**src/rtl/core/lfa_pkg.sv**
```systemverilog
// ----------------------------------------------------------------------------
// lfa_pkg
// Shared sizes, codes and the request type of the allocator's bitmap store.
// ----------------------------------------------------------------------------
package lfa_pkg;

  // Pool size and bitmap organisation (one word per memory row)
  localparam int unsigned NUM_IDS    = 1024;
  localparam int unsigned WORD_W     = 32;
  localparam int unsigned BIT_W      = $clog2(WORD_W);
  localparam int unsigned NUM_WORDS  = (NUM_IDS + WORD_W - 1) / WORD_W;
  localparam int unsigned ROW_W      = (NUM_WORDS > 1) ? $clog2(NUM_WORDS) : 1;
  localparam int unsigned IDX_W      = ROW_W + BIT_W;
  localparam int unsigned PTR_W      = IDX_W + 1;

  // Port field widths
  localparam int unsigned ID_FIELD_W = 10;
  localparam int unsigned STATUS_W   = 2;
  localparam int unsigned FREE_EXT_W = ((IDX_W > ID_FIELD_W) ? IDX_W : ID_FIELD_W) + 1;

  typedef enum logic {
    OP_ALLOC = 1'b0,
    OP_FREE  = 1'b1
  } op_e;

  typedef enum logic [STATUS_W-1:0] {
    ST_OK         = 2'd0,
    ST_NO_FREE    = 2'd1,
    ST_NOT_IN_USE = 2'd2
  } status_e;

  // Read and write request towards the bitmap store
  typedef struct packed {
    logic              rd_en;
    logic [ROW_W-1:0]  rd_row;
    logic              wr_en;
    logic [ROW_W-1:0]  wr_row;
    logic [WORD_W-1:0] wr_word;
  } map_req_t;

endpackage

```
**src/rtl/core/lfa_ram.sv**
```systemverilog
// ----------------------------------------------------------------------------
// lfa_ram
// Generic single-write, single-read RAM with a registered read port.
// ----------------------------------------------------------------------------
module lfa_ram #(
  parameter  int unsigned Width = 32,
  parameter  int unsigned Depth = 32,
  localparam int unsigned AddrW = (Depth > 1) ? $clog2(Depth) : 1
) (
  input  logic             clk_i,
  input  logic             we_i,
  input  logic [AddrW-1:0] waddr_i,
  input  logic [Width-1:0] wdata_i,
  input  logic             re_i,
  input  logic [AddrW-1:0] raddr_i,
  output logic [Width-1:0] rdata_o
);

  logic [Width-1:0] mem_q [Depth];
  logic [Width-1:0] rdata_q;

  // Write and registered read
  always_ff @(posedge clk_i) begin
    if (we_i) begin
      mem_q[waddr_i] <= wdata_i;
    end
    if (re_i) begin
      rdata_q <= mem_q[raddr_i];
    end
  end

  assign rdata_o = rdata_q;

endmodule

```
**src/rtl/core/lfa_map.sv**
```systemverilog
// ----------------------------------------------------------------------------
// lfa_map
// In-use bitmap store: one word per row in RAM, with a valid bit per row so
// that reset clears the whole map at once. A row never written reads as zero.
// ----------------------------------------------------------------------------
module lfa_map (
  input  logic                        clk_i,
  input  logic                        rst_ni,
  input  lfa_pkg::map_req_t           req_i,
  output logic [lfa_pkg::WORD_W-1:0]  rd_word_o
);
  import lfa_pkg::*;

  logic [NUM_WORDS-1:0] row_vld_q;
  logic                 rd_vld_q;
  logic [WORD_W-1:0]    ram_rdata;

  // Track written rows and register the valid bit alongside the read
  always_ff @(posedge clk_i or negedge rst_ni) begin
    if (!rst_ni) begin
      row_vld_q <= '0;
      rd_vld_q  <= 1'b0;
    end else begin
      if (req_i.wr_en) begin
        row_vld_q[req_i.wr_row] <= 1'b1;
      end
      if (req_i.rd_en) begin
        rd_vld_q <= row_vld_q[req_i.rd_row];
      end
    end
  end

  lfa_ram #(
    .Width (WORD_W),
    .Depth (NUM_WORDS)
  ) u_ram (
    .clk_i   (clk_i),
    .we_i    (req_i.wr_en),
    .waddr_i (req_i.wr_row),
    .wdata_i (req_i.wr_word),
    .re_i    (req_i.rd_en),
    .raddr_i (req_i.rd_row),
    .rdata_o (ram_rdata)
  );

  // Mask stale contents of rows not yet written since reset
  assign rd_word_o = rd_vld_q ? ram_rdata : '0;

endmodule

```
**src/rtl/core/lfa_scan.sv**
```systemverilog
// ----------------------------------------------------------------------------
// lfa_scan
// Word scan unit: finds the lowest clear bit of a bitmap word at or above a
// start offset. Shared by the allocate update and the row-by-row search.
// ----------------------------------------------------------------------------
module lfa_scan (
  input  logic [lfa_pkg::WORD_W-1:0] word_i,
  input  logic [lfa_pkg::BIT_W:0]    offset_i,
  output logic                       found_o,
  output logic [lfa_pkg::BIT_W-1:0]  pos_o
);
  import lfa_pkg::*;

  logic [WORD_W-1:0] cand;

  // Free bits at or above the offset
  assign cand    = ~word_i & ({WORD_W{1'b1}} << offset_i);
  assign found_o = |cand;

  // Priority encode towards the lowest free bit
  always_comb begin
    pos_o = '0;
    for (int i = WORD_W - 1; i >= 0; i--) begin
      if (cand[i]) begin
        pos_o = BIT_W'(i);
      end
    end
  end

endmodule

```
**src/rtl/core/lowest_free_id_allocator.sv**
```systemverilog
// Sequence: read, modify, the scan state once per further bitmap row an allocate searches,
// then done, which waits for a free output register; a full-pool allocate skips to done.
// Throughput: one request at a time, a new transfer the cycle after each result is loaded;
// set by the row-per-cycle search of the bitmap RAM through the shared word scan unit.
// Reset: asynchronous, active low; clears the bitmap row valid bits, so every
// identifier reads free at once, and sets the lowest-free pointer to zero.
// ----------------------------------------------------------------------------
// lowest_free_id_allocator
// Lowest-free identifier allocator built on an in-use bitmap and a sequencer.
// ----------------------------------------------------------------------------
module lowest_free_id_allocator (
  input  logic                             clk_i,
  input  logic                             rst_ni,
  input  logic                             in_valid_i,
  output logic                             in_ready_o,
  input  logic                             op_i,
  input  logic [lfa_pkg::ID_FIELD_W-1:0]   free_id_i,
  output logic                             out_valid_o,
  input  logic                             out_ready_i,
  output logic [lfa_pkg::ID_FIELD_W-1:0]   given_id_o,
  output logic [lfa_pkg::STATUS_W-1:0]     status_o
);
  import lfa_pkg::*;

  typedef enum logic [4:0] {
    S_IDLE = 5'b00001,
    S_READ = 5'b00010,
    S_MOD  = 5'b00100,
    S_SCAN = 5'b01000,
    S_DONE = 5'b10000
  } state_e;

  localparam logic [ROW_W-1:0] LAST_ROW = ROW_W'(NUM_WORDS - 1);
  localparam logic [PTR_W-1:0] PTR_FULL = PTR_W'(NUM_IDS);

  state_e                  state_q, state_d;
  op_e                     op_q, op_d;
  logic [IDX_W-1:0]        idx_q, idx_d;
  logic [PTR_W-1:0]        lowest_q, lowest_d;
  logic [ROW_W-1:0]        scan_row_q, scan_row_d;
  logic [ID_FIELD_W-1:0]   res_given_q, res_given_d;
  status_e                 res_status_q, res_status_d;
  logic                    out_valid_q, out_valid_d;
  logic [ID_FIELD_W-1:0]   out_given_q, out_given_d;
  status_e                 out_status_q, out_status_d;

  map_req_t                map_req;
  logic [WORD_W-1:0]       rd_word;
  logic [WORD_W-1:0]       scan_word;
  logic [BIT_W:0]          scan_offset;
  logic                    scan_found;
  logic [BIT_W-1:0]        scan_pos;
  logic [ROW_W-1:0]        scan_row_sel;
  logic [PTR_W-1:0]        found_raw;
  logic [PTR_W-1:0]        found_ptr;

  logic [ROW_W-1:0]        idx_row;
  logic [BIT_W-1:0]        idx_bit;
  logic [WORD_W-1:0]       bit_mask;
  logic [FREE_EXT_W-1:0]   free_ext;
  logic                    free_in_range;

  assign idx_row       = idx_q[IDX_W-1:BIT_W];
  assign idx_bit       = idx_q[BIT_W-1:0];
  assign bit_mask      = WORD_W'(1) << idx_bit;
  assign free_ext      = FREE_EXT_W'(free_id_i);
  assign free_in_range = free_ext < FREE_EXT_W'(NUM_IDS);

  lfa_map u_map (
    .clk_i     (clk_i),
    .rst_ni    (rst_ni),
    .req_i     (map_req),
    .rd_word_o (rd_word)
  );

  lfa_scan u_scan (
    .word_i   (scan_word),
    .offset_i (scan_offset),
    .found_o  (scan_found),
    .pos_o    (scan_pos)
  );

  // Identifier found by the scan unit, clamped to the pool end in a partial row
  assign scan_row_sel = (state_q == S_MOD) ? idx_row : scan_row_q;
  assign found_raw    = PTR_W'({scan_row_sel, scan_pos});
  assign found_ptr    = (found_raw >= PTR_FULL) ? PTR_FULL : found_raw;

  // Sequencer
  always_comb begin
    state_d      = state_q;
    op_d         = op_q;
    idx_d        = idx_q;
    lowest_d     = lowest_q;
    scan_row_d   = scan_row_q;
    res_given_d  = res_given_q;
    res_status_d = res_status_q;
    out_given_d  = out_given_q;
    out_status_d = out_status_q;
    out_valid_d  = out_valid_q && !out_ready_i;
    map_req      = '0;
    scan_word    = rd_word;
    scan_offset  = '0;
    in_ready_o   = 1'b0;

    case (state_q)
      S_IDLE: begin
        in_ready_o = 1'b1;
        if (in_valid_i) begin
          op_d         = op_e'(op_i);
          res_given_d  = '0;
          res_status_d = ST_OK;
          if (op_e'(op_i) == OP_ALLOC) begin
            if (lowest_q == PTR_FULL) begin
              res_status_d = ST_NO_FREE;
              state_d      = S_DONE;
            end else begin
              idx_d   = lowest_q[IDX_W-1:0];
              state_d = S_READ;
            end
          end else begin
            if (!free_in_range) begin
              res_status_d = ST_NOT_IN_USE;
              state_d      = S_DONE;
            end else begin
              idx_d   = IDX_W'(free_ext);
              state_d = S_READ;
            end
          end
        end
      end

      S_READ: begin
        map_req.rd_en  = 1'b1;
        map_req.rd_row = idx_row;
        state_d        = S_MOD;
      end

      S_MOD: begin
        if (op_q == OP_ALLOC) begin
          // Mark the identifier used, then search the rest of its row
          map_req.wr_en   = 1'b1;
          map_req.wr_row  = idx_row;
          map_req.wr_word = rd_word | bit_mask;
          res_given_d     = ID_FIELD_W'(idx_q);
          scan_word       = rd_word | bit_mask;
          scan_offset     = {1'b0, idx_bit} + (BIT_W + 1)'(1);
          if (scan_found) begin
            lowest_d = found_ptr;
            state_d  = S_DONE;
          end else if (idx_row == LAST_ROW) begin
            lowest_d = PTR_FULL;
            state_d  = S_DONE;
          end else begin
            scan_row_d     = idx_row + ROW_W'(1);
            map_req.rd_en  = 1'b1;
            map_req.rd_row = idx_row + ROW_W'(1);
            state_d        = S_SCAN;
          end
        end else begin
          // Release the identifier if it is held, and pull the pointer down
          if ((rd_word & bit_mask) == '0) begin
            res_status_d = ST_NOT_IN_USE;
          end else begin
            map_req.wr_en   = 1'b1;
            map_req.wr_row  = idx_row;
            map_req.wr_word = rd_word & ~bit_mask;
            if (PTR_W'(idx_q) < lowest_q) begin
              lowest_d = PTR_W'(idx_q);
            end
          end
          state_d = S_DONE;
        end
      end

      S_SCAN: begin
        // Check one row per cycle while the next row is being read
        if (scan_found) begin
          lowest_d = found_ptr;
          state_d  = S_DONE;
        end else if (scan_row_q == LAST_ROW) begin
          lowest_d = PTR_FULL;
          state_d  = S_DONE;
        end else begin
          scan_row_d     = scan_row_q + ROW_W'(1);
          map_req.rd_en  = 1'b1;
          map_req.rd_row = scan_row_q + ROW_W'(1);
        end
      end

      S_DONE: begin
        // Hand the result to the output register once it is free
        if (!out_valid_q || out_ready_i) begin
          out_valid_d  = 1'b1;
          out_given_d  = res_given_q;
          out_status_d = res_status_q;
          state_d      = S_IDLE;
        end
      end

      default: begin
        state_d = S_IDLE;
      end
    endcase
  end

  // Control state
  always_ff @(posedge clk_i or negedge rst_ni) begin
    if (!rst_ni) begin
      state_q     <= S_IDLE;
      lowest_q    <= '0;
      out_valid_q <= 1'b0;
    end else begin
      state_q     <= state_d;
      lowest_q    <= lowest_d;
      out_valid_q <= out_valid_d;
    end
  end

  // Payload registers
  always_ff @(posedge clk_i) begin
    op_q         <= op_d;
    idx_q        <= idx_d;
    scan_row_q   <= scan_row_d;
    res_given_q  <= res_given_d;
    res_status_q <= res_status_d;
    out_given_q  <= out_given_d;
    out_status_q <= out_status_d;
  end

  assign out_valid_o = out_valid_q;
  assign given_id_o  = out_given_q;
  assign status_o    = out_status_q;

endmodule

```
**config.mk**
```make
export PLATFORM = sky130hd
export DESIGN_NAME = lowest_free_id_allocator
export DESIGN_NICKNAME = d
export VERILOG_FILES = /design/src/rtl/core/lfa_pkg.sv /design/src/rtl/core/lfa_ram.sv /design/src/rtl/core/lfa_map.sv /design/src/rtl/core/lfa_scan.sv /design/src/rtl/core/lowest_free_id_allocator.sv
export SDC_FILE = /design/constraint.sdc
export NUM_CORES = 1
export LEC_CHECK = 0
export BUFFER_PORTS_ARGS = -buffer_cell sky130_fd_sc_hd__buf_2
export CAP_MARGIN = 0
export CORE_MARGIN = 4
export CORE_UTILIZATION = 50
export CTS_CLUSTER_DIAMETER = 120
export DETAILED_ROUTE_END_ITERATION = 10
export PLACE_DENSITY_LB_ADDON = 0.08
export SYNTH_ARGS = -nofsm -noshare
export SYNTH_HDL_FRONTEND = slang
export SYNTH_SLANG_ARGS = --single-unit
```
**constraint.sdc**
```tcl
create_clock -name clk_i -period 5.12 [get_ports clk_i]
set_input_delay 1.024 -clock clk_i [delete_from_list [all_inputs] [get_ports clk_i]]
set_output_delay 1.024 -clock clk_i [all_outputs]
set_load 0.02 [all_outputs]
```
==> flow_results.org <==
** Die
- Area of the die :: 101700 sq um
- The die is 319.0 um wide.
- The die is 319.0 um tall.
- Row generation in the floorplan step produced 113 rows.
- Once the floorplan was initialized, standard cells occupied 50.67% of the core.
- Core area :: 95440 sq um
- Number of top-level pins :: 29

** Timing
- Max-slew violation count :: 0
- After layout, the minimum clock period comes to 5.045 ns.
- Highest clock rate :: 0.1982 GHz
- Worst max-slew margin expressed relative to the limit :: 30.21%
- Across the routed clock network, the largest skew measured is 0.02659 ns.
- For the pin with the worst max-slew slack, the measured transition is 1.044 ns.
- The number of endpoints with negative hold slack in the final report is 0.
- Setup repair after global routing left no endpoint under its margin.
- Part of the cycle the worst path needs :: 98.53%
- Endpoints failing setup :: 0

** Cells and area
- Number of nets in the layout :: 3908
- Finished Core Util :: 59.20%
- Filler Cell Count :: 7559
- Fraction of layout instances using a drive strength above 1 :: 15.88%
- Number of diodes added for antenna fixing :: 0
- Relative area change from synthesis to final layout :: 16.84%
- Post-route insts no fill :: 5233

** Power
- Gate power share :: 17.0%
- In this run switching power makes up 27.49% of total power.
- Leakage power figure :: 18.47 nW
- The clock network accounts for 36.4% of the total power.
- Portion of total power attributed to sequential cells :: 46.6%
- The completed layout was analyzed and its total power is 22.77 mW.
- Power density over the cells :: 403.0 nW/um^2
- Net Sw Power :: 6.258 mW
- IR analysis of the VDD net gives a maximum drop of 0.3440 mV.
- Internal power :: 16.51 mW

** Clock tree
- Counting every sink on the clock net gives 1146.
- Deepest clock path buffer count :: 3
- TritonCTS clock tree :: yes
- Clock root buffer master :: sky130_fd_sc_hd__clkbuf_16
- The clock tree synthesis step divided the H-tree into 3 levels.
- Clock-pin slew was measured on the worst setup and hold paths at 0.06 ns.
- CTS buffer count :: 116
- At the later pin of the worst-skew pair, clock insertion delay measures 0.72 ns.

** Flow run
- Max-cap violations in this run came to 0.

** Critical path
- Register-to-register setup slack :: 0.08 ns
- The endpoint identified for the worst register-to-register timing path is u_map.u_ram.rdata_o[7].
- Worst Path Class, Setup :: reg2reg
- In this run the critical register-to-register path is launched from idx_q[0].
- The number of cells on the worst reg-to-reg path is 15.
- Maximum net fanout on the critical path :: 18
- Startpoint Class :: flop
- STA puts the critical path data required time at 5.61 ns.
- Critical Path Sink Type :: flop
- Arr. time, crit path :: 5.54 ns

** Synthesis
- Area contributors post-synth :: sky130_fd_sc_hd__edfxtp_1 (68%), sky130_fd_sc_hd__nand2_1 (6.4%), sky130_fd_sc_hd__mux2i_1 (5.0%)
- Post-Syn Instances :: 3649
- Synth Net Count :: 3683
- Post-synth EDFFs :: 1096
- Synth cell types :: 95
- Avg Inst Size Synth :: 13.25 sq um
- In this run, synthesis produced a sequential element count of 1146.
- Post-Syn Area :: 48350 sq um
- Post-synth top area share :: 68.06%
- Top FF cell, synth :: sky130_fd_sc_hd__edfxtp_1
- After synthesis, the share of flip-flops with an asynchronous set or reset is 4.363%.
- Cell type with the largest total area after synthesis :: sky130_fd_sc_hd__edfxtp_1
- Summing the sequential cell areas from Yosys gives 70.65% of the chip area.
- Number of warnings reported in the yosys synthesis log :: 0

** Detailed routing
- Via count :: 32.53k
- Wirelength per Cell :: 30.77 um
- Antenna violation net count after detailed routing :: 0
- Violation count after the first detailed-route iteration :: 3585
- Count of TritonRoute iterations in the first routing pass :: 5
- DRC violations left :: 0
- Dividing the detail-routed via count by the number of cells gives 6.216.
- Routed wire length :: 161000 um

** GRT
- Entering global routing, the biggest net connects 70 pins.
- Overall overflow remaining after global route :: 0
- Number of global-route vias before repair :: 31.16k
- Initial antenna violation count :: 2
- For this run, the total global-route usage over all layers was measured as 31.15%.
- Wire length of the first global-routing pass :: 228000 um

** Place
- Number of input and output port buffers inserted :: 28
- Post-DP HPWL :: 99810 um
- Final weighted congestion in routability-driven placement :: 1.006
- Counting tap cells, the placed design contains a total of 5016 instances.

** Min path
- The min-delay analysis places its worst path in the category in2async.

** Outcome
- Status :: completed
-- flip-flops by register name, summed over array words and instances (netlist names), 2 cells and up --
name,flops
state_q,5
idx_q,10
u_map.u_ram.rdata_o,32
status_o,2
res_status_q,2
u_map.u_ram.mem_q,1024
scan_row_q,5
lowest_q,11
u_map.row_vld_q,32
given_id_o,10
res_given_q,10
-- through the flow --
stage | TNS, ns | area, sq um | worst slack, ns | hold WS [ns]
global route | 0 | 56500 | 0.001152 | 0.4315
CTS | 0 | 56440 | 0.1027 | 0.4215
finish | 0 | 56500 | 0.07529 | 0.4196
global placement | -0.06378 | 52690 | -0.06378 | 0.4073
detailed placement | -0.7761 | 52690 | -0.1454 | 0.4107
floorplan | 0 | 48350 | 0.5437 | 0.4003
-- power by group through the flow --
stage          sequential (mW)  combinational [mW]  clock, mW
2_1_floorplan             10.7                2.21          0
3_3_place_gp              10.8                3.75          0
3_5_place_dp              10.8                3.76          0
4_1_cts                   10.6                3.79       8.41
5_1_grt                   10.6                4.10       8.88
6_report                  10.6                3.87       8.29
-- metal layers --
layer	share of wire, %	up-vias	global-route usage, %
met2	47	1502	50.03
met3	7.4	285	4.724
met4	3.8	2	11.03
li1	-	14150	-
met1	42	16590	43.76
met5	0.0099	-	0
-- how the worst max path moves through the flow --
stage	startpoint	to	depth (start not counted)
6_report	idx_q[0]	u_map.u_ram.rdata_o[7]	15
5_1_grt	idx_q[1]	u_map.u_ram.rdata_o[11]	18
4_1_cts	idx_q[1]	u_map.u_ram.rdata_o[24]	16
3_5_place_dp	idx_q[0]	u_map.u_ram.rdata_o[20]	16
3_3_place_gp	idx_q[1]	u_map.u_ram.rdata_o[20]	16
2_1_floorplan	idx_q[2]	u_map.u_ram.rdata_o[17]	19
-- final cells by class --
cell class	count	area [sq um]	share of cell area, %
inverter	29	108.9	0.1927
tap	1265	1583	2.802
clock buffer	153	3189	5.645
sequential	1146	34170	60.47
multi-input combinational	2253	13370	23.66
clock inverter	59	525.5	0.9302
timing repair buffer	328	3556	6.294
-- kinds of logic (layout without fill, tap and decap cells) --
group | after synthesis | in the layout | share of synthesized area [%]
muxes | 250 | 250 | 5.198
xor gates and xnor gates | 8 | 8 | 0.1837
and+or+nand+nor | 1526 | 1526 | 14.13
AOI/OAI and AO/OA | 450 | 450 | 6.777
DFF | 1146 | 1146 | 70.65
adders and majority gates | 19 | 19 | 0.4916
buffers and inverters | 250 | 569 | 2.564
-- critical path: stages (launching register included) --
cell and delay, ns:
sky130_fd_sc_hd__edfxtp_1 0.40, sky130_fd_sc_hd__inv_1 0.15, sky130_fd_sc_hd__ha_1 0.32, sky130_fd_sc_hd__nor2b_1 0.39
sky130_fd_sc_hd__nand2b_1 0.23, sky130_fd_sc_hd__a2111oi_0 0.15, sky130_fd_sc_hd__buf_4 0.18, sky130_fd_sc_hd__a221oi_2 0.23
sky130_fd_sc_hd__or4b_1 0.54, sky130_fd_sc_hd__or4_4 0.58, sky130_fd_sc_hd__o21a_1 0.34, sky130_fd_sc_hd__and2_4 0.26
sky130_fd_sc_hd__buf_4 0.26, sky130_fd_sc_hd__nand3_1 0.14, sky130_fd_sc_hd__nand4_1 0.22, sky130_fd_sc_hd__a221oi_1 0.43
-- synthesized netlist by cell type (all sizes together) (8+ instances only) --
| master | count |
|---|---|
| edfxtp | 1096 |
| nand2 | 821 |
| nand3 | 351 |
| mux2i | 241 |
| nor2 | 136 |
| clkbuf | 111 |
| buf | 110 |
| a21oi | 73 |
| a32oi | 64 |
| a31oi | 56 |
| o21ai | 54 |
| dfrtp | 49 |
| nand4 | 47 |
| or2 | 31 |
| a221oi | 30 |
| inv | 28 |
| a211oi | 23 |
| a32o | 23 |
| o21a | 23 |
| nor2b | 20 |
| ha | 19 |
| and2 | 18 |
| nor3 | 18 |
| a21o | 15 |
| and3 | 15 |
| nand2b | 13 |
| a22oi | 12 |
| nand3b | 10 |
| o211ai | 10 |
| or3 | 10 |
| mux2 | 9 |
| o22ai | 9 |
| nor3b | 8 |
-- placed cells by master (no fill, tap or decap), drive strengths merged, types with 6 or more instances in the layout --
cell and instances:
nand3 351, nand2 821, a21oi 73, nand2b 13, a32oi 64, a221oi 30, edfxtp 1096, o21ai 54
a21o 15, clkinvlp 6, ha 19, and2 18, or2 31, nor2 136, or3 10, nor3 18
nor2b 20, a32o 23, bufinv 8, a21boi 6, buf 328, o211ai 10, o21a 23, clkinv 43
clkbuf 153, nor3b 8, mux2 9, nor4 7, inv 31, dfrtp 49, and3 15, a22oi 12
nand3b 10, o22ai 9, nand4 47, xnor2 7, a31oi 56, a211oi 23, mux2i 241
-- what timing repair did --
item	4_1_cts	5_1_grt
buffers inserted	3	2
resized for setup	1	9
setup endpoints to repair	24	26
cloned	0	0
hold buffers	0	0
pin swaps	1	2
Note: power is estimated with default switching activity, not from simulation.
